<file path="config.mk">
export PLATFORM = sky130hd
export DESIGN_NAME = sysex_seven_bit_packer_core
export DESIGN_NICKNAME = d
export VERILOG_FILES = /design/src/hw/rtl/sxp_pkg.sv /design/src/hw/rtl/sxp_front.sv /design/src/hw/rtl/sxp_queue.sv /design/src/hw/rtl/sxp_back.sv /design/src/hw/rtl/sysex_seven_bit_packer_core.sv
export VERILOG_INCLUDE_DIRS = /design/src /design/src/hw/rtl
export SDC_FILE = /design/constraint.sdc
export NUM_CORES = 1
export LEC_CHECK = 0
export BUFFER_PORTS_ARGS = -buffer_cell sky130_fd_sc_hd__buf_2
export CORE_AREA = 4 4 118 120
export CTS_CLUSTER_DIAMETER = 100
export DETAILED_ROUTE_END_ITERATION = 7
export DIE_AREA = 0 0 122 124
export PLACE_DENSITY = 0.59
export SKIP_CTS_REPAIR_TIMING = 1
export SLEW_MARGIN = 0
export SYNTH_ARGS = -nofsm -noshare
export SYNTH_HDL_FRONTEND = slang
export SYNTH_SLANG_ARGS = --single-unit
</file>
<file path="constraint.sdc">
create_clock -name clk -period 5.3 [get_ports clk]
set_input_delay 1.06 -clock clk [delete_from_list [all_inputs] [get_ports clk]]
set_output_delay 1.06 -clock clk [all_outputs]
set_load 0.05 [all_outputs]
</file>
<file path="src/hw/rtl/sysex_seven_bit_packer_core_assert.svh">
// Assertion helpers shared by the packer's queue and sequencer modules.
// Each expects signals named clk and arst_n in the module that uses it.
`ifndef SYSEX_SEVEN_BIT_PACKER_CORE_ASSERT_SVH
`define SYSEX_SEVEN_BIT_PACKER_CORE_ASSERT_SVH

// Check a property on every rising edge outside reset.
`define SXP_ASSERT(lbl, prop, msg) \
	lbl: assert property (@(posedge clk) disable iff (!arst_n) (prop)) else $error(msg);

// Check that a condition implies a consequence in the same cycle.
`define SXP_ASSERT_IMP(lbl, ante, cons, msg) \
	lbl: assert property (@(posedge clk) disable iff (!arst_n) (ante) |-> (cons)) else $error(msg);

// Check that a condition implies a consequence in the next cycle.
`define SXP_ASSERT_NEXT(lbl, ante, cons, msg) \
	lbl: assert property (@(posedge clk) disable iff (!arst_n) (ante) |=> (cons)) else $error(msg);

`endif

</file>
<file path="src/hw/rtl/sxp_pkg.sv">
package sxp_pkg;

	localparam logic [7:0] SOX_BYTE  = 8'hF0;
	localparam logic [7:0] EOX_BYTE  = 8'hF7;
	localparam logic [7:0] LOW7_MASK = 8'h7F;

	localparam int CFG_IDX_W  = 3;
	localparam int CFG_DATA_W = 7;

	localparam logic [CFG_IDX_W-1:0] REG_MAKER_ID_FIRST  = 3'd0;
	localparam logic [CFG_IDX_W-1:0] REG_MAKER_ID_SECOND = 3'd1;
	localparam logic [CFG_IDX_W-1:0] REG_MAKER_ID_THIRD  = 3'd2;
	localparam logic [CFG_IDX_W-1:0] REG_COMMAND_CODE    = 3'd3;

	// Header bytes as held by the configuration registers.
	typedef struct packed {
		logic [6:0] maker_id_first;
		logic [6:0] maker_id_second;
		logic [6:0] maker_id_third;
		logic [6:0] command_code;
	} hdr_cfg_t;

	// One classified item, handed from the front to the sequencer.
	typedef struct packed {
		logic       hdr;       // send 0xF0, ids and command first
		logic [6:0] data7;     // payload byte with its top bit cleared
		logic [1:0] npad;      // zero pad bytes after the data byte
		logic       emit_top;  // close the group with its top-bit byte
		logic [3:0] top;       // gathered top bits of the closing group
		logic       eox;       // finish with 0xF7
	} job_t;

	typedef enum logic [9:0] {
		ST_IDLE = 10'b00_0000_0001,
		ST_SOX  = 10'b00_0000_0010,
		ST_ID1  = 10'b00_0000_0100,
		ST_ID2  = 10'b00_0000_1000,
		ST_ID3  = 10'b00_0001_0000,
		ST_CMD  = 10'b00_0010_0000,
		ST_DATA = 10'b00_0100_0000,
		ST_PAD  = 10'b00_1000_0000,
		ST_TOP  = 10'b01_0000_0000,
		ST_EOX  = 10'b10_0000_0000
	} seq_state_t;

endpackage

</file>
<file path="src/hw/rtl/sxp_front.sv">
module sxp_front (
	input  logic              clk,
	input  logic              arst_n,
	input  logic              in_valid,
	output logic              in_stall,
	input  logic [7:0]        payload_byte,
	input  logic              starts_message,
	input  logic              ends_message,
	input  logic              q_full,
	output logic              q_push,
	output sxp_pkg::job_t     q_job
);

	logic [1:0] group_pos_q;
	logic [3:0] top_bits_q;
	logic [1:0] pos;
	logic [3:0] gath;
	logic [3:0] top_new;
	logic       full;
	logic       accept;

	assign in_stall = q_full;
	assign accept   = in_valid && !q_full;
	assign q_push   = accept;

	// A start mark drops any partial group.
	assign pos     = starts_message ? 2'd0 : group_pos_q;
	assign gath    = starts_message ? 4'd0 : top_bits_q;
	assign top_new = gath | ({3'b000, payload_byte[7]} << pos);
	assign full    = (pos == 2'd3);

	always_comb begin
		q_job          = '0;
		q_job.hdr      = starts_message;
		q_job.data7    = payload_byte[6:0];
		q_job.npad     = (ends_message && !full) ? (2'd3 - pos) : 2'd0;
		q_job.emit_top = full || ends_message;
		q_job.top      = top_new;
		q_job.eox      = ends_message;
	end

	always_ff @(posedge clk or negedge arst_n) begin
		if (!arst_n) begin
			group_pos_q <= 2'd0;
			top_bits_q  <= 4'd0;
		end else if (accept) begin
			if (full || ends_message) begin
				group_pos_q <= 2'd0;
				top_bits_q  <= 4'd0;
			end else begin
				group_pos_q <= pos + 2'd1;
				top_bits_q  <= top_new;
			end
		end
	end

endmodule

</file>
<file path="src/hw/rtl/sxp_queue.sv">
`include "sysex_seven_bit_packer_core_assert.svh"

module sxp_queue #(
	parameter int WIDTH = 16,
	parameter int DEPTH = 2
) (
	input  logic             clk,
	input  logic             arst_n,
	input  logic             push,
	input  logic [WIDTH-1:0] push_data,
	input  logic             pop,
	output logic [WIDTH-1:0] pop_data,
	output logic             full,
	output logic             empty
);

	localparam int PTR_W = (DEPTH > 1) ? $clog2(DEPTH) : 1;
	localparam int CNT_W = $clog2(DEPTH + 1);

	logic [WIDTH-1:0] slot_q [DEPTH];
	logic [PTR_W-1:0] wr_ptr_q;
	logic [PTR_W-1:0] rd_ptr_q;
	logic [CNT_W-1:0] count_q;

	assign full     = (count_q == CNT_W'(DEPTH));
	assign empty    = (count_q == '0);
	assign pop_data = slot_q[rd_ptr_q];

	always_ff @(posedge clk) begin
		if (push) begin
			slot_q[wr_ptr_q] <= push_data;
		end
	end

	always_ff @(posedge clk or negedge arst_n) begin
		if (!arst_n) begin
			wr_ptr_q <= '0;
			rd_ptr_q <= '0;
			count_q  <= '0;
		end else begin
			if (push) begin
				wr_ptr_q <= (wr_ptr_q == PTR_W'(DEPTH - 1)) ? '0 : wr_ptr_q + 1'b1;
			end
			if (pop) begin
				rd_ptr_q <= (rd_ptr_q == PTR_W'(DEPTH - 1)) ? '0 : rd_ptr_q + 1'b1;
			end
			if (push && !pop) begin
				count_q <= count_q + 1'b1;
			end else if (pop && !push) begin
				count_q <= count_q - 1'b1;
			end
		end
	end

	`SXP_ASSERT_IMP(a_no_push_full, full, !push, "push into a full queue")
	`SXP_ASSERT_IMP(a_no_pop_empty, empty, !pop, "pop from an empty queue")
	`SXP_ASSERT(a_count_bound, count_q <= CNT_W'(DEPTH), "queue count beyond depth")

endmodule

</file>
<file path="src/hw/rtl/sxp_back.sv">
`include "sysex_seven_bit_packer_core_assert.svh"

module sxp_back (
	input  logic              clk,
	input  logic              arst_n,
	input  sxp_pkg::hdr_cfg_t hdr_cfg,
	input  logic              q_empty,
	input  sxp_pkg::job_t     q_job,
	output logic              q_pop,
	output logic              out_valid,
	input  logic              out_stall,
	output logic [7:0]        stream_byte,
	output logic              final_of_run
);

	sxp_pkg::seq_state_t state_q;
	sxp_pkg::seq_state_t state_next;

	logic [6:0] data7_q;
	logic [1:0] pad_cnt_q;
	logic       emit_top_q;
	logic [3:0] top_q;
	logic       eox_q;

	logic       out_valid_q;
	logic [7:0] byte_q;
	logic       final_q;

	logic       adv;
	logic [7:0] byte_next;
	logic       final_next;

	assign out_valid    = out_valid_q;
	assign stream_byte  = byte_q;
	assign final_of_run = final_q;

	assign adv   = (state_q != sxp_pkg::ST_IDLE) && (!out_valid_q || !out_stall);
	assign q_pop = (state_q == sxp_pkg::ST_IDLE) && !q_empty;

	always_comb begin
		byte_next  = 8'h00;
		final_next = 1'b0;
		state_next = state_q;
		unique case (state_q)
			sxp_pkg::ST_IDLE: begin
				state_next = q_job.hdr ? sxp_pkg::ST_SOX : sxp_pkg::ST_DATA;
			end
			sxp_pkg::ST_SOX: begin
				byte_next  = sxp_pkg::SOX_BYTE;
				state_next = sxp_pkg::ST_ID1;
			end
			sxp_pkg::ST_ID1: begin
				byte_next  = {1'b0, hdr_cfg.maker_id_first};
				state_next = sxp_pkg::ST_ID2;
			end
			sxp_pkg::ST_ID2: begin
				byte_next  = {1'b0, hdr_cfg.maker_id_second};
				state_next = sxp_pkg::ST_ID3;
			end
			sxp_pkg::ST_ID3: begin
				byte_next  = {1'b0, hdr_cfg.maker_id_third};
				state_next = sxp_pkg::ST_CMD;
			end
			sxp_pkg::ST_CMD: begin
				byte_next  = {1'b0, hdr_cfg.command_code};
				state_next = sxp_pkg::ST_DATA;
			end
			sxp_pkg::ST_DATA: begin
				byte_next = {1'b0, data7_q};
				if (pad_cnt_q != 2'd0) begin
					state_next = sxp_pkg::ST_PAD;
				end else if (emit_top_q) begin
					state_next = sxp_pkg::ST_TOP;
				end else if (eox_q) begin
					state_next = sxp_pkg::ST_EOX;
				end else begin
					state_next = sxp_pkg::ST_IDLE;
					final_next = 1'b1;
				end
			end
			sxp_pkg::ST_PAD: begin
				byte_next = 8'h00;
				if (pad_cnt_q == 2'd1) begin
					state_next = sxp_pkg::ST_TOP;
				end
			end
			sxp_pkg::ST_TOP: begin
				byte_next = {4'h0, top_q};
				if (eox_q) begin
					state_next = sxp_pkg::ST_EOX;
				end else begin
					state_next = sxp_pkg::ST_IDLE;
					final_next = 1'b1;
				end
			end
			sxp_pkg::ST_EOX: begin
				byte_next  = sxp_pkg::EOX_BYTE;
				state_next = sxp_pkg::ST_IDLE;
				final_next = 1'b1;
			end
			default: begin
				state_next = sxp_pkg::ST_IDLE;
			end
		endcase
	end

	always_ff @(posedge clk or negedge arst_n) begin
		if (!arst_n) begin
			state_q     <= sxp_pkg::ST_IDLE;
			out_valid_q <= 1'b0;
			pad_cnt_q   <= 2'd0;
		end else begin
			if (q_pop) begin
				state_q   <= state_next;
				pad_cnt_q <= q_job.npad;
			end else if (adv) begin
				state_q <= state_next;
				if (state_q == sxp_pkg::ST_PAD) begin
					pad_cnt_q <= pad_cnt_q - 2'd1;
				end
			end
			if (adv) begin
				out_valid_q <= 1'b1;
			end else if (!out_stall) begin
				out_valid_q <= 1'b0;
			end
		end
	end

	always_ff @(posedge clk) begin
		if (q_pop) begin
			data7_q    <= q_job.data7;
			emit_top_q <= q_job.emit_top;
			top_q      <= q_job.top;
			eox_q      <= q_job.eox;
		end
		if (adv) begin
			byte_q  <= byte_next;
			final_q <= final_next;
		end
	end

	`SXP_ASSERT_IMP(a_pad_closes, state_q == sxp_pkg::ST_PAD,
		pad_cnt_q != 2'd0 && emit_top_q, "pad step without a pending count or top byte")
	`SXP_ASSERT_NEXT(a_final_idle, adv && final_next,
		state_q == sxp_pkg::ST_IDLE, "last beat of an item left the sequencer busy")
	`SXP_ASSERT_NEXT(a_hold_on_stall, state_q != sxp_pkg::ST_IDLE && !adv,
		$stable(state_q), "sequencer moved while the output was stalled")

endmodule

</file>
<file path="src/hw/rtl/sysex_seven_bit_packer_core.sv">
// Channel    Direction  Handshake            Beat contents
// in         sink       in_valid/in_stall    payload_byte, starts_message, ends_message
// out        source     out_valid/out_stall  stream_byte, final_of_run
// cfg        sink       cfg_we               cfg_index, cfg_data (7-bit header registers)
//
// The front takes one input beat per cycle while the job queue has room.
// The sequencer takes a job from the queue while idle, then walks out its output beats
// (1 to 11 per job) and returns to idle before it takes the next job.
// In a job, beats leave one per cycle unless out stalls, via a single output register.
// arst_n resets group state, queue, sequencer (to idle) and header registers (to zero).
// A stall on out holds the sequencer; the queue lets in keep going until it fills.
module sysex_seven_bit_packer_core #(
	parameter int QUEUE_DEPTH = 2
) (
	input  logic                           clk,
	input  logic                           arst_n,
	input  logic                           in_valid,
	output logic                           in_stall,
	input  logic [7:0]                     payload_byte,
	input  logic                           starts_message,
	input  logic                           ends_message,
	output logic                           out_valid,
	input  logic                           out_stall,
	output logic [7:0]                     stream_byte,
	output logic                           final_of_run,
	input  logic                           cfg_we,
	input  logic [sxp_pkg::CFG_IDX_W-1:0]  cfg_index,
	input  logic [sxp_pkg::CFG_DATA_W-1:0] cfg_data
);

	localparam int JOB_W = $bits(sxp_pkg::job_t);

	sxp_pkg::hdr_cfg_t hdr_cfg_q;
	sxp_pkg::job_t     push_job;
	sxp_pkg::job_t     pop_job;
	logic [JOB_W-1:0]  pop_bits;
	logic              q_push;
	logic              q_pop;
	logic              q_full;
	logic              q_empty;

	// Header registers; writes to unused indexes drop.
	always_ff @(posedge clk or negedge arst_n) begin
		if (!arst_n) begin
			hdr_cfg_q <= '0;
		end else if (cfg_we) begin
			unique case (cfg_index)
				sxp_pkg::REG_MAKER_ID_FIRST:  hdr_cfg_q.maker_id_first  <= cfg_data;
				sxp_pkg::REG_MAKER_ID_SECOND: hdr_cfg_q.maker_id_second <= cfg_data;
				sxp_pkg::REG_MAKER_ID_THIRD:  hdr_cfg_q.maker_id_third  <= cfg_data;
				sxp_pkg::REG_COMMAND_CODE:    hdr_cfg_q.command_code    <= cfg_data;
				default: begin
				end
			endcase
		end
	end

	// Classify each beat and track the open seven-bit group.
	sxp_front u_front (
		.clk            (clk),
		.arst_n         (arst_n),
		.in_valid       (in_valid),
		.in_stall       (in_stall),
		.payload_byte   (payload_byte),
		.starts_message (starts_message),
		.ends_message   (ends_message),
		.q_full         (q_full),
		.q_push         (q_push),
		.q_job          (push_job)
	);

	// Short job queue between classification and byte sequencing.
	sxp_queue #(
		.WIDTH (JOB_W),
		.DEPTH (QUEUE_DEPTH)
	) u_queue (
		.clk       (clk),
		.arst_n    (arst_n),
		.push      (q_push),
		.push_data (push_job),
		.pop       (q_pop),
		.pop_data  (pop_bits),
		.full      (q_full),
		.empty     (q_empty)
	);

	assign pop_job = sxp_pkg::job_t'(pop_bits);

	// Walk each job out as header, data, pads, top-bit byte and end mark.
	sxp_back u_back (
		.clk          (clk),
		.arst_n       (arst_n),
		.hdr_cfg      (hdr_cfg_q),
		.q_empty      (q_empty),
		.q_job        (pop_job),
		.q_pop        (q_pop),
		.out_valid    (out_valid),
		.out_stall    (out_stall),
		.stream_byte  (stream_byte),
		.final_of_run (final_of_run)
	);

endmodule

</file>
== Word level (Yosys, flattened, before mapping) ==
Memories as Yosys holds them, arrays and structs flattened.
Cells that the tools add are included.
Storage, ports and cells
  bits in registers: 73
  RAM bits: 32
  input port bits: 25
  output and inout port bits: 11
  memories: 1
Operators by class
  add/sub/neg operators: 7
  equality and inequality tests: 18
  shifts and indexed selects: 1
  mux-type cells: 29
  bitwise operators: 1
  reductions and logical operators: 26
Memory list
  u_queue.slot_q: depth 2, width 16, rd ports 1, clocked after Yosys merged registers in 0, write ports 1, line sxp_queue.sv:20  | logic [WIDTH-1:0] slot_q [DEPTH];
Operators by type and width (count)
  one-hot mux 10 bit (9 select lines): 1
  one-hot mux 8 bit (8 select lines): 1
  two-way mux 10 bit: 6
  two-way mux 2 bit: 8
  == test 10 x 1 -> 1 bit, second input constant: 1
  == test 10 bit, second input constant: 1
  == test 10 x 2 -> 1 bit, second input constant: 1
  == test 10 x 3 -> 1 bit, second input constant: 1
  == test 10 x 4 -> 1 bit, second input constant: 1
  == test 10 x 5 -> 1 bit, second input constant: 1
  == test 10 x 6 -> 1 bit, second input constant: 1
  == test 10 x 7 -> 1 bit, second input constant: 1
  == test 10 x 8 -> 1 bit, second input constant: 1
  == test 10 x 9 -> 1 bit, second input constant: 1
  inequality test 10 x 1 -> 1 bit, second input constant: 1
  AND reduction 2 bit: 5
  two-way mux 1 bit: 9
  two-way mux 4 bit: 2
  nonzero test 2 bit: 4
  logical NOT 1 bit: 7
  two-way mux 7 bit: 1
  == test 3 x 2 -> 1 bit, second input constant: 2
  logical AND 1 bit: 6
  adder 2 x 1 -> 2 bit, second input constant: 2
  13 further kinds: 17

== Depth between registers and ports, before layout ==
Gate-level depths: netlist of run 1.
  word-level depth: 7
  depth in mapped cells: 8

== Hierarchy ==
From an unflattened synthesis of run 1, not the netlist that was laid out.
Second synthesis, totals
  cells, all modules: 350
  area, all modules: 4818.4 sq um
By module, submodules not included
  sxp_back: instances 1, cells each 172, area each 1900.6 sq um, seq. area each 987.2 sq um
  sxp_queue: instances 1, cells each 66, area each 1392.6 sq um, seq. area each 1061.0 sq um
  sysex_seven_bit_packer_core: instances 1, cells each 62, area each 1078.5 sq um, seq. area each 700.7 sq um
  sxp_front: instances 1, cells each 50, area each 446.7 sq um, seq. area each 150.1 sq um

== Worst setup path after synthesis of run 1 ==
OpenSTA, ideal clock, no wires.
  path kind: input -> register
  from: input in_valid
  to: memory u_queue.slot_q[0][0], enable pin
  arrival time: 1924 ps
  data required time: 4912 ps
  slack: 2988 ps
  stages: 2
  cells stage by stage: nand2_1 nor2_1
Between the ends
  cells in the longest elaborated chain, start to end: 3
Ends and longest elaborated chain
  from (decl): line sysex_seven_bit_packer_core.sv:17  | input logic in_valid,
  logical AND 1 bit: line sxp_front.sv:23  | assign accept = in_valid && !q_full;
  two-way mux 1 bit: line sxp_queue.sv:30  | if (push) begin
  two-way mux 1 bit (not written as such): line sxp_queue.sv:31  | slot_q[wr_ptr_q] <= push_data;
  to (decl): line sxp_queue.sv:20
Every way passes these cells.

== Worst setup path in the final report of run 1 ==
  from: register u_back.state_q[9]
  to: register u_back.top_q[1], enable pin
Between the ends
  cells in the longest elaborated chain, start to end: 2
Ends and longest elaborated chain
  from (decl): line sxp_back.sv:16  | sxp_pkg::seq_state_t state_q;
  from (signal assigned): line sxp_back.sv:109  | state_q <= sxp_pkg::ST_IDLE;
  from (signal assigned): line sxp_back.sv:114  | state_q <= state_next;
  from (signal assigned): line sxp_back.sv:117  | state_q <= state_next;
  == test 10 x 1 -> 1 bit: line sxp_back.sv:38  | assign q_pop = (state_q == sxp_pkg::ST_IDLE) && !q_empty;
  logical AND 1 bit: line sxp_back.sv:38
  via q_pop: line sysex_seven_bit_packer_core.sv:38  | logic q_pop;
  to (signal assigned): line sxp_back.sv:134  | top_q <= q_job.top;
  to (decl): line sxp_back.sv:22  | logic [3:0] top_q;
The timed path passes the listed nets, and every way through them passes these cells.
A chain may end at the register's enable or synchronous reset.

==> results_dict.tcl, run 1 <==
set metrics [dict create \
    run_status "finished, final reports clean" \
    ys_seq_elements 105 \
    io_buffers 35 \
    num_vias 2846 \
    period_share 0.482 \
    dr.pass1.iters 6 \
    clock_skew_ns 0.00770 \
    timing.final.max_slew_violations 0 \
    ir_drop_mv 0.454 \
    setup_viol 0 \
    dieArea_um2 15100 \
    viasPerCell 5.06 \
    htree_levels 3 \
    crit_required_ns 5.30 \
    drc 0 \
    cts.clk_slew.worst_paths_ns 0.07 \
    cts_sinks 105 \
    routed_wl_um 9320 \
    synth_enable_flop_cells 54 \
    syn_area_per_cell_um2 13.6 \
    holdCritPathClass "flip-flop to flip-flop" \
    yosysUniqueCellTypes 60 \
    grt_pass1_wl_um 15200 \
    hold_viol 0 \
    die_y_um 124 \
    core_um2 13000 \
    rsz0062_at_grt "no" \
    clk_path_buf_depth 2 \
    worstSetupPathType "flip-flop to flip-flop" \
    area_growth_pct 13.7 \
    final_cell_count_no_fill 562 \
    fp-row-count 42 \
    dp_hpwl_um 6610 \
    tritoncts "built" \
    worstMarginPinSlew_ns 0.783 \
    grt_pass1_vias 2882 \
    first_iter_violations 125 \
    clk_latency_ns 0.35 \
    fin_setup_tns_ns 0 \
    initial_core_util 0.363 \
    fmaxAchievable_mhz 391 \
    layout_commonest_cell "edfxtp_1" \
    synth_fp_nets 376 \
    yosys_warnings 0 \
    grt.overflow.total 0 \
    netlist_instances 347 \
    grt_max_degree 52 \
    postRouteAntennaNets 0 \
    crit_arrival_ns 2.55 \
    dp.cells 546 \
    ys_async_sr_fraction 0.486 \
    root_buffer "clkbuf_16" \
    ys.flop_type "edfxtp_1" \
    antenna_found_initial 0 \
    fp.dieW_um 122 \
    crit_path_end_kind "flip-flop" \
    final_layout_size_suffix_gt1_frac 0.277 \
    antenna_cells 0 \
    maxSlewHeadroom 0.478 \
    cts_buffers 9 \
    wl_per_cell_um 16.6 \
    grtUsageTotal 0.133 \
    fin_crit_ns 2.56 \
    worstPathMaxFanout 13 \
    yosysSeqAreaShare 0.615 \
    gp_congestion 0.806 \
    finalNetCount 410 \
    ios 36 \
    power_density_nw_per_um2 599 \
    crit_path_start_kind "flip-flop" \
    netlist_area_um2 4710 \
    drv_cap 0 \
    fill_cells 1215 \
    final_cell_mix "54 x edfxtp_1, 50 x dfrtp_1, 45 x mux2_2, 35 x buf_2, 21 x nor2_1" \
    p_leak_nw 2.10 \
]
==> routing by layer <==
metal | routed length (um) | share of wire | GRT usage
met1 | 4360 | 0.47 | 0.177
met2 | 4510 | 0.48 | 0.209
met3 | 328 | 0.035 | 0.0368
met4 | 115 | 0.012 | 0.0476
met5 | 0 | 0 | 0
==> cell families (layout without fill, tap and decap cells) <==
kind of cell,Yosys count,after routing,share of synthesized area
flip-flops,105,105,0.615
AND/OR/NAND/NOR,88,88,0.110
AO/OA/AOI/OAI,62,62,0.0977
multiplexers,54,54,0.128
buffers and inverters,26,65,0.0226
XOR/XNOR,8,8,0.0149
adder cells (fa/ha/maj),4,4,0.0106
==> state kept, by name, indices dropped and copies added (netlist names), 2 cells and up <==
name / count
hdr_cfg_q: 28
u_back.data7_q: 7
u_back.pad_cnt_q: 2
u_back.state_q: 10
u_back.stream_byte: 8
u_back.top_q: 4
u_front.group_pos_q: 2
u_front.top_bits_q: 4
u_queue.count_q: 2
u_queue.slot_q: 32
==> final timing paths <==
| path | from | end | slack, ns | cells past startpoint |
|---|---|---|---|---|
| min in group asynchronous | arst_n | u_front.top_bits_q[1]$_DFFE_PN0P_ | 0.82 | 2 |
| setup reg to reg | u_back.state_q[9]$_DFFE_PN0P_ | u_back.top_q[1]$_DFFE_PP_ | 2.74 | 3 |
| max in group asynchronous | arst_n | u_back.state_q[3]$_DFFE_PN0P_ | 4.02 | 2 |
| hold reg to reg | u_queue.count_q[1]$_DFFE_PN0P_ | u_queue.count_q[1]$_DFFE_PN0P_ | 0.50 | 1 |
| hold / removal | u_queue.count_q[1]$_DFFE_PN0P_ | u_queue.count_q[1]$_DFFE_PN0P_ | 0.50 | 1 |
| setup / recovery | u_back.state_q[9]$_DFFE_PN0P_ | u_back.top_q[1]$_DFFE_PP_ | 2.74 | 3 |
==> final cells by class <==
| cell class | count | area, um2 | share of cell area |
|---|---|---|---|
| Tap cell | 176 | 220 | 0.0411 |
| Multi-Input combinational cell | 216 | 1710 | 0.319 |
| Timing Repair Buffer | 37 | 190 | 0.0355 |
| Sequential cell | 105 | 2900 | 0.541 |
| Clock buffer | 9 | 225 | 0.0421 |
| Inverter | 12 | 45.0 | 0.00841 |
| Clock inverter | 7 | 68.8 | 0.0129 |
==> critical path, cell delays in order (launching register included) <==
cell,delay [ns]
dfrtp_1,0.51
or4_1,0.73
or3_2,0.58
inv_1,0.37
==> Yosys cell counts (2+ instances only) <==
| cell | instances | area (um2) |
|---|---|---|
| a31oi_1 | 6 | 37.5 |
| and3_1 | 2 | 12.5 |
| or3_1 | 3 | 18.8 |
| a211oi_1 | 2 | 15.0 |
| o22ai_1 | 6 | 37.5 |
| mux2_2 | 45 | 507 |
| inv_1 | 12 | 45.0 |
| mux2i_1 | 3 | 30.0 |
| nor3_1 | 4 | 20.0 |
| a21oi_1 | 6 | 30.0 |
| or4_1 | 2 | 15.0 |
| nor3b_1 | 2 | 15.0 |
| a22o_1 | 5 | 43.8 |
| a2bb2oi_1 | 5 | 43.8 |
| nand2b_1 | 4 | 25.0 |
| nand3_1 | 5 | 25.0 |
| mux2_1 | 6 | 67.6 |
| o21ai_0 | 7 | 35.0 |
| nand2_1 | 16 | 60.1 |
| a221o_1 | 3 | 30.0 |
| clkbuf_1 | 11 | 41.3 |
| nor2_1 | 21 | 78.8 |
| a222oi_1 | 4 | 40.0 |
| nor4_1 | 2 | 12.5 |
| ha_1 | 4 | 50.1 |
| xnor2_1 | 5 | 43.8 |
| and2_0 | 2 | 12.5 |
| edfxtp_1 | 54 | 1620 |
| nor4b_1 | 2 | 17.5 |
| o21a_1 | 3 | 22.5 |
| nor2b_1 | 10 | 62.6 |
| dfrtp_1 | 50 | 1250 |
| a22oi_1 | 5 | 37.5 |
| and2_1 | 2 | 12.5 |
| xor2_1 | 3 | 26.3 |
==> report_power, final <==
part | leakage (nW) | total [W] | switching [W] | internal (W)
registers | 1.14 | 0.00137 | 0.000182 | 0.00119
logic | 0.812 | 0.00117 | 0.000708 | 0.000464
clock network | 0.140 | 0.000659 | 0.000293 | 0.000366
==> stage by stage <==
step / hold slack [ns] / power, W / setup WS [ns] / area (um2) / util
2_1_floorplan: 0.461 / 0.00228 / 2.99 / 4710 / -
3_3_place_gp: 0.475 / 0.00254 / 2.80 / 5060 / 0.390
3_5_place_dp: 0.493 / 0.00258 / 2.75 / 5060 / 0.390
4_1_cts: 0.502 / 0.00325 / 2.74 / 5350 / 0.412
5_1_grt: 0.515 / 0.00341 / 2.65 / 5350 / 0.412
6_report: 0.505 / 0.00321 / 2.74 / 5350 / 0.412
(Power assumes the default switching activity.)
==> inputs of run 2 (changes only) <==
--- a/config.mk
+++ b/config.mk
@@ -11,7 +11,7 @@
 export CTS_CLUSTER_DIAMETER = 100
 export DETAILED_ROUTE_END_ITERATION = 7
 export DIE_AREA = 0 0 122 124
-export PLACE_DENSITY = 0.59
+export PLACE_DENSITY = 0.61
 export SKIP_CTS_REPAIR_TIMING = 1
 export SLEW_MARGIN = 0
 export SYNTH_ARGS = -nofsm -noshare
==> constraint.sdc (replaced) <==
create_clock -name clk -period 2.2 [get_ports clk]
set_input_delay 0.44 -clock clk [delete_from_list [all_inputs] [get_ports clk]]
set_output_delay 0.44 -clock clk [all_outputs]
set_load 0.05 [all_outputs]
==> results_dict.tcl, run 2 (synthesis gave the netlist of run 1 again) <==
set metrics [dict create \
    largest_reg_flops 32 \
    pwr-share-comb 0.416 \
    hp-start "payload_byte[4]" \
    tritoncts "built" \
    placed_area_um2 5280 \
    dr.pass1.iters 5 \
    maxSlewHeadroom 0.705 \
    crit_path_start_kind "flip-flop" \
    core_um2 13000 \
    p_leak_nw 2.26 \
    netSwitchingFraction 0.357 \
    first_iter_violations 166 \
    worstMarginPinSlew_ns 0.442 \
    crit_required_ns 2.47 \
    die_y_um 124 \
    clk_path_buf_depth 2 \
    cts.clk_slew.worst_paths_ns 0.07 \
    finalPower_w 0.00823 \
    worstSetupPathType "flip-flop to flip-flop" \
    root_buffer "clkbuf_16" \
    fp-row-count 42 \
    period_share 0.935 \
    r2r_cells 6 \
    cts_sinks 105 \
    fill_cells 1205 \
    fp.dieW_um 122 \
    postRouteAntennaNets 0 \
    rsz0062_at_grt "no" \
    power_density_nw_per_um2 1460 \
    hold_viol 0 \
    wl_per_cell_um 16.2 \
    largestRegisters "u_queue.slot_q: 32 flops, hdr_cfg_q: 28 flops, u_back.state_q: 10 flops" \
    clock_skew_ns 0.00570 \
    run_status "finished, final reports clean" \
    p_int_w 0.00529 \
    drv_cap 0 \
    finalNetCount 439 \
    setup_viol 0 \
    fmaxAchievable_mhz 486 \
    gp_congestion 0.832 \
    holdPathEnd "u_queue.slot_q[0][12]$_DFFE_PP_" \
    dieArea_um2 15100 \
    antenna_cells 0 \
    io_buffers 35 \
    grt_pass1_vias 3095 \
    holdCritPathClass "input port to flip-flop" \
    p_sw_w 0.00294 \
    crit_path_end_kind "flip-flop" \
    worstPathMaxFanout 3 \
    timing.final.max_slew_violations 0 \
    grt.overflow.total 0 \
    area_growth_pct 19.3 \
    num_vias 2980 \
    grtUsageTotal 0.135 \
    reg2reg_slack_ns 0.14 \
    postLayoutSetupSlackWorst_ns 0.142 \
    initial_core_util 0.363 \
    whs_ns 0.284 \
    final_layout_size_suffix_gt1_frac 0.333 \
    layout_commonest_cell "edfxtp_1" \
    dp_hpwl_um 6980 \
    viasPerCell 5.04 \
    largest-register "u_queue.slot_q" \
    ios 36 \
    drc 0 \
    final_design_area_no_fill_um2 5620 \
    rr_endpoint "u_queue.count_q[1]$_DFFE_PN0P_" \
    clockPowerShare 0.195 \
    htree_levels 3 \
    seqPwrFrac 0.390 \
    ir_drop_mv 0.759 \
    routed_wl_um 9570 \
    crit_arrival_ns 2.32 \
    rr_startpoint "u_back.state_q[8]$_DFFE_PN0P_" \
    final_cell_mix "54 x edfxtp_1, 50 x dfrtp_1, 45 x mux2_2, 35 x buf_2, 28 x buf_4" \
    post-place-ws_ns 0.0753 \
    grt_pass1_wl_um 15900 \
    hold_path_depth 1 \
    fin_setup_tns_ns 0 \
    fin_crit_ns 2.06 \
    clk_latency_ns 0.34 \
    grt_max_degree 25 \
    antenna_found_initial 0 \
    cts_buffers 9 \
]
[run 2: cell types whose count changed in the layout (fill, tap and decap cells not counted), sizes merged]
cell / previous run / this run
inv: 14 / 13
clkinv: 3 / 4
clkinvlp: 1 / 0
buf: 37 / 65
dlygate4sd3: 0 / 1
clkbuf: 9 / 10
[run 2: how the worst max path moves through the flow]
stage,start,to,cells past startpoint
after floorplan,u_back.state_q[8]$_DFFE_PN0P_,u_queue.count_q[1]$_DFFE_PN0P_,7
after global placement,u_back.state_q[8]$_DFFE_PN0P_,u_queue.count_q[1]$_DFFE_PN0P_,6
after detailed placement,u_back.state_q[8]$_DFFE_PN0P_,u_queue.count_q[1]$_DFFE_PN0P_,5
after CTS,u_back.state_q[8]$_DFFE_PN0P_,u_queue.count_q[1]$_DFFE_PN0P_,6
after global routing,u_back.state_q[8]$_DFFE_PN0P_,u_queue.count_q[1]$_DFFE_PN0P_,5
final,u_back.state_q[8]$_DFFE_PN0P_,u_queue.count_q[1]$_DFFE_PN0P_,6
[run 2: per-layer routing]
| layer | GRT usage | wire (um) |
|---|---|---|
| met1 | 0.182 | 4540 |
| met5 | 0 | 0 |
| met3 | 0.0381 | 372 |
| met4 | 0.0385 | 112 |
| met2 | 0.216 | 4550 |
[run 2: power groups by stage]
stage / Combinational (W) / Sequential [W] / Clock [W]
global route: 0.00375 / 0.00327 / 0.00174
detailed placement: 0.00331 / 0.00324 / 0
global placement: 0.00327 / 0.00323 / 0
CTS: 0.00334 / 0.00321 / 0.00165
floorplan: 0.00208 / 0.00341 / 0
finish: 0.00342 / 0.00321 / 0.00160
[run 2: stage by stage]
| step | std cells | util |
|---|---|---|
| 4_1_cts | 589 | 0.430 |
| 2_1_floorplan | 347 | - |
| 3_3_place_gp | 573 | 0.407 |
| 3_5_place_dp | 573 | 0.407 |
| 5_1_grt | 591 | 0.433 |
| 6_report | 591 | 0.433 |
[run 2: area by class of cell]
type	instances	area, um2	area share
clock buffers	10	229	0.0407
flip-flops and latches	105	2900	0.516
multi-input cells	216	1710	0.305
clock inverters	6	77.6	0.0138
inverters	12	45.0	0.00802
well taps	176	220	0.0392
repair buffers	66	435	0.0775
[run 2: critical path, cell delays in order, from the launching register on]
cell and delay, ns:
dfrtp_1 0.38, or4_4 0.57, or3_4 0.43, ha_1 0.20, xor2_1 0.14, nor2_1 0.11
xor2_1 0.16
==> inputs of run 3 (changes only) <==
==> constraint.sdc (replaced) <==
create_clock -name clk -period 2.2 [get_ports clk]
set_input_delay 0.66 -clock clk [delete_from_list [all_inputs] [get_ports clk]]
set_output_delay 0.66 -clock clk [all_outputs]
set_load 0.05 [all_outputs]
==> results_dict.tcl, run 3 (synthesis gave the netlist of run 1 again) <==
set metrics [dict create \
    cts_buffers 9 \
    ios 36 \
    netSwitchingFraction 0.366 \
    postRouteAntennaNets 0 \
    layout_commonest_cell "edfxtp_1" \
    area_growth_pct 18.8 \
    final_design_area_no_fill_um2 5590 \
    crit_path_end_kind "flip-flop" \
    cp_cell_sequence "buf_4, nor4_2, nand4_2, a2bb2oi_1, o21ai_4, mux2_2" \
    grt_pass1_vias 3064 \
    run_status "finished, final reports clean" \
    clk_path_buf_depth 2 \
    timing.final.max_slew_violations 0 \
    regArea_um2 2900 \
    final_cell_count_no_fill 590 \
    viasPerCell 5.06 \
    io_buffers 35 \
    wl_per_cell_um 16.0 \
    hold_viol 0 \
    routed_wl_um 9450 \
    drc 0 \
    p_sw_w 0.00294 \
    cts_sinks 105 \
    seqPwrFrac 0.398 \
    setup_viol 0 \
    fin_crit_ns 2.11 \
    period_share 0.957 \
    grtUsageTotal 0.132 \
    cp_num_buf_inv 1 \
    crit_arrival_ns 2.33 \
    grt.overflow.total 0 \
    dp_hpwl_um 7070 \
    fp-row-count 42 \
    largest-register "u_queue.slot_q" \
    dieArea_um2 15100 \
    clockPowerShare 0.188 \
    worstPathMaxFanout 11 \
    largest_reg_flops 32 \
    dr.pass1.iters 4 \
    dp.cells 574 \
    drv_cap 0 \
    final_layout_size_suffix_gt1_frac 0.333 \
    postLayoutSetupSlackWorst_ns 0.0949 \
    crit_required_ns 2.42 \
    clock_skew_ns 0.00612 \
    tritoncts "built" \
    holdCritPathClass "input port to asynchronous set/reset pin" \
    pwr-share-comb 0.414 \
    crit_path_start_kind "flip-flop" \
    fp.dieW_um 122 \
    first_iter_violations 197 \
    clk_latency_ns 0.34 \
    largestRegisters "u_queue.slot_q: 32 flops, hdr_cfg_q: 28 flops, u_back.state_q: 10 flops" \
    antenna_found_initial 0 \
    htree_levels 3 \
    reg2reg_slack_ns 0.09 \
    fill_cells 1192 \
    p_int_w 0.00510 \
    worstMarginPinSlew_ns 0.440 \
    power_density_nw_per_um2 1440 \
    core_um2 13000 \
    antenna_cells 0 \
    grt_pass1_wl_um 15400 \
    gp_congestion 0.874 \
    cts.clk_slew.worst_paths_ns 0.08 \
    finalNetCount 438 \
    root_buffer "clkbuf_16" \
    cp.depth 6 \
    maxSlewHeadroom 0.706 \
    ir_drop_mv 0.756 \
    p_leak_nw 2.25 \
    grt_max_degree 21 \
    num_vias 2988 \
    initial_core_util 0.363 \
    finalPower_w 0.00804 \
    fin_util 0.431 \
    slowest_delay_ns 0.39 \
    critPathSlowestCell "dfrtp_1" \
    die_y_um 124 \
    post-place-ws_ns 0.0819 \
    cp_top_family "compound AO/OA/AOI/OAI gates" \
    r2r_cells 6 \
    worstSetupPathType "flip-flop to flip-flop" \
    placed_area_um2 5300 \
    final_cell_mix "54 x edfxtp_1, 50 x dfrtp_1, 45 x mux2_2, 35 x buf_2, 28 x buf_4" \
    fmaxAchievable_mhz 475 \
    multiInputGateArea_um2 1710 \
]
## run 3: cell count changes in the layout (fill, tap and decap cells not counted), sizes merged
cell,change
inv,+1
dlygate4sd3,-1
bufinv,-1
## run 3: area by class of cell
| type | instances | area share |
|---|---|---|
| flip-flops and latches | 105 | 0.518 |
| multi-input cells | 216 | 0.306 |
| repair buffers | 65 | 0.0760 |
| clock inverters | 6 | 0.0112 |
| inverters | 12 | 0.00805 |
| clock buffers | 10 | 0.0409 |
| well taps | 176 | 0.0394 |
## run 3: worst register-to-register path: cells and delay by family (launching register included)
kind | cells | cell delay, ns
buf+inv | 1 | 0.18
mux | 1 | 0.40
simple gates | 2 | 0.51
compound gates | 2 | 0.52
flops | 1 | 0.39
## run 3: stage by stage
stage | hold slack [ns] | setup TNS (ns)
finish | 0.253 | 0
global route | 0.273 | -0.0130
CTS | 0.253 | 0
detailed placement | 0.490 | 0
global placement | 0.477 | 0
floorplan | 0.364 | 0
## run 3: routing by layer
layer,track usage,vias to the layer above,wire [um]
li1,-,1432,-
met1,0.169,1481,4190
met2,0.221,69,4710
met3,0.0327,6,469
met4,0.0399,0,75
met5,0,-,0
## run 3: power groups by stage
stage	sequential, W	clock [W]	combinational (W)
6_report	0.00320	0.00152	0.00333
5_1_grt	0.00326	0.00165	0.00364
4_1_cts	0.00320	0.00157	0.00337
3_5_place_dp	0.00324	0	0.00335
3_3_place_gp	0.00323	0	0.00327
2_1_floorplan	0.00341	0	0.00208
## run 3: final timing paths
| kind | from | end |
|---|---|---|
| max | u_back.state_q[9]$_DFFE_PN0P_ | u_back.state_q[4]$_DFFE_PN0P_ |
| min | arst_n | hdr_cfg_q[5]$_DFFE_PN0P_ |
| max reg2reg | u_back.state_q[9]$_DFFE_PN0P_ | u_back.state_q[4]$_DFFE_PN0P_ |
| min reg2reg | u_queue.count_q[1]$_DFFE_PN0P_ | u_queue.count_q[1]$_DFFE_PN0P_ |
| max in group asynchronous | arst_n | u_back.state_q[0]$_DFFE_PN1P_ |
| min in group clk | u_queue.count_q[1]$_DFFE_PN0P_ | u_queue.count_q[1]$_DFFE_PN0P_ |
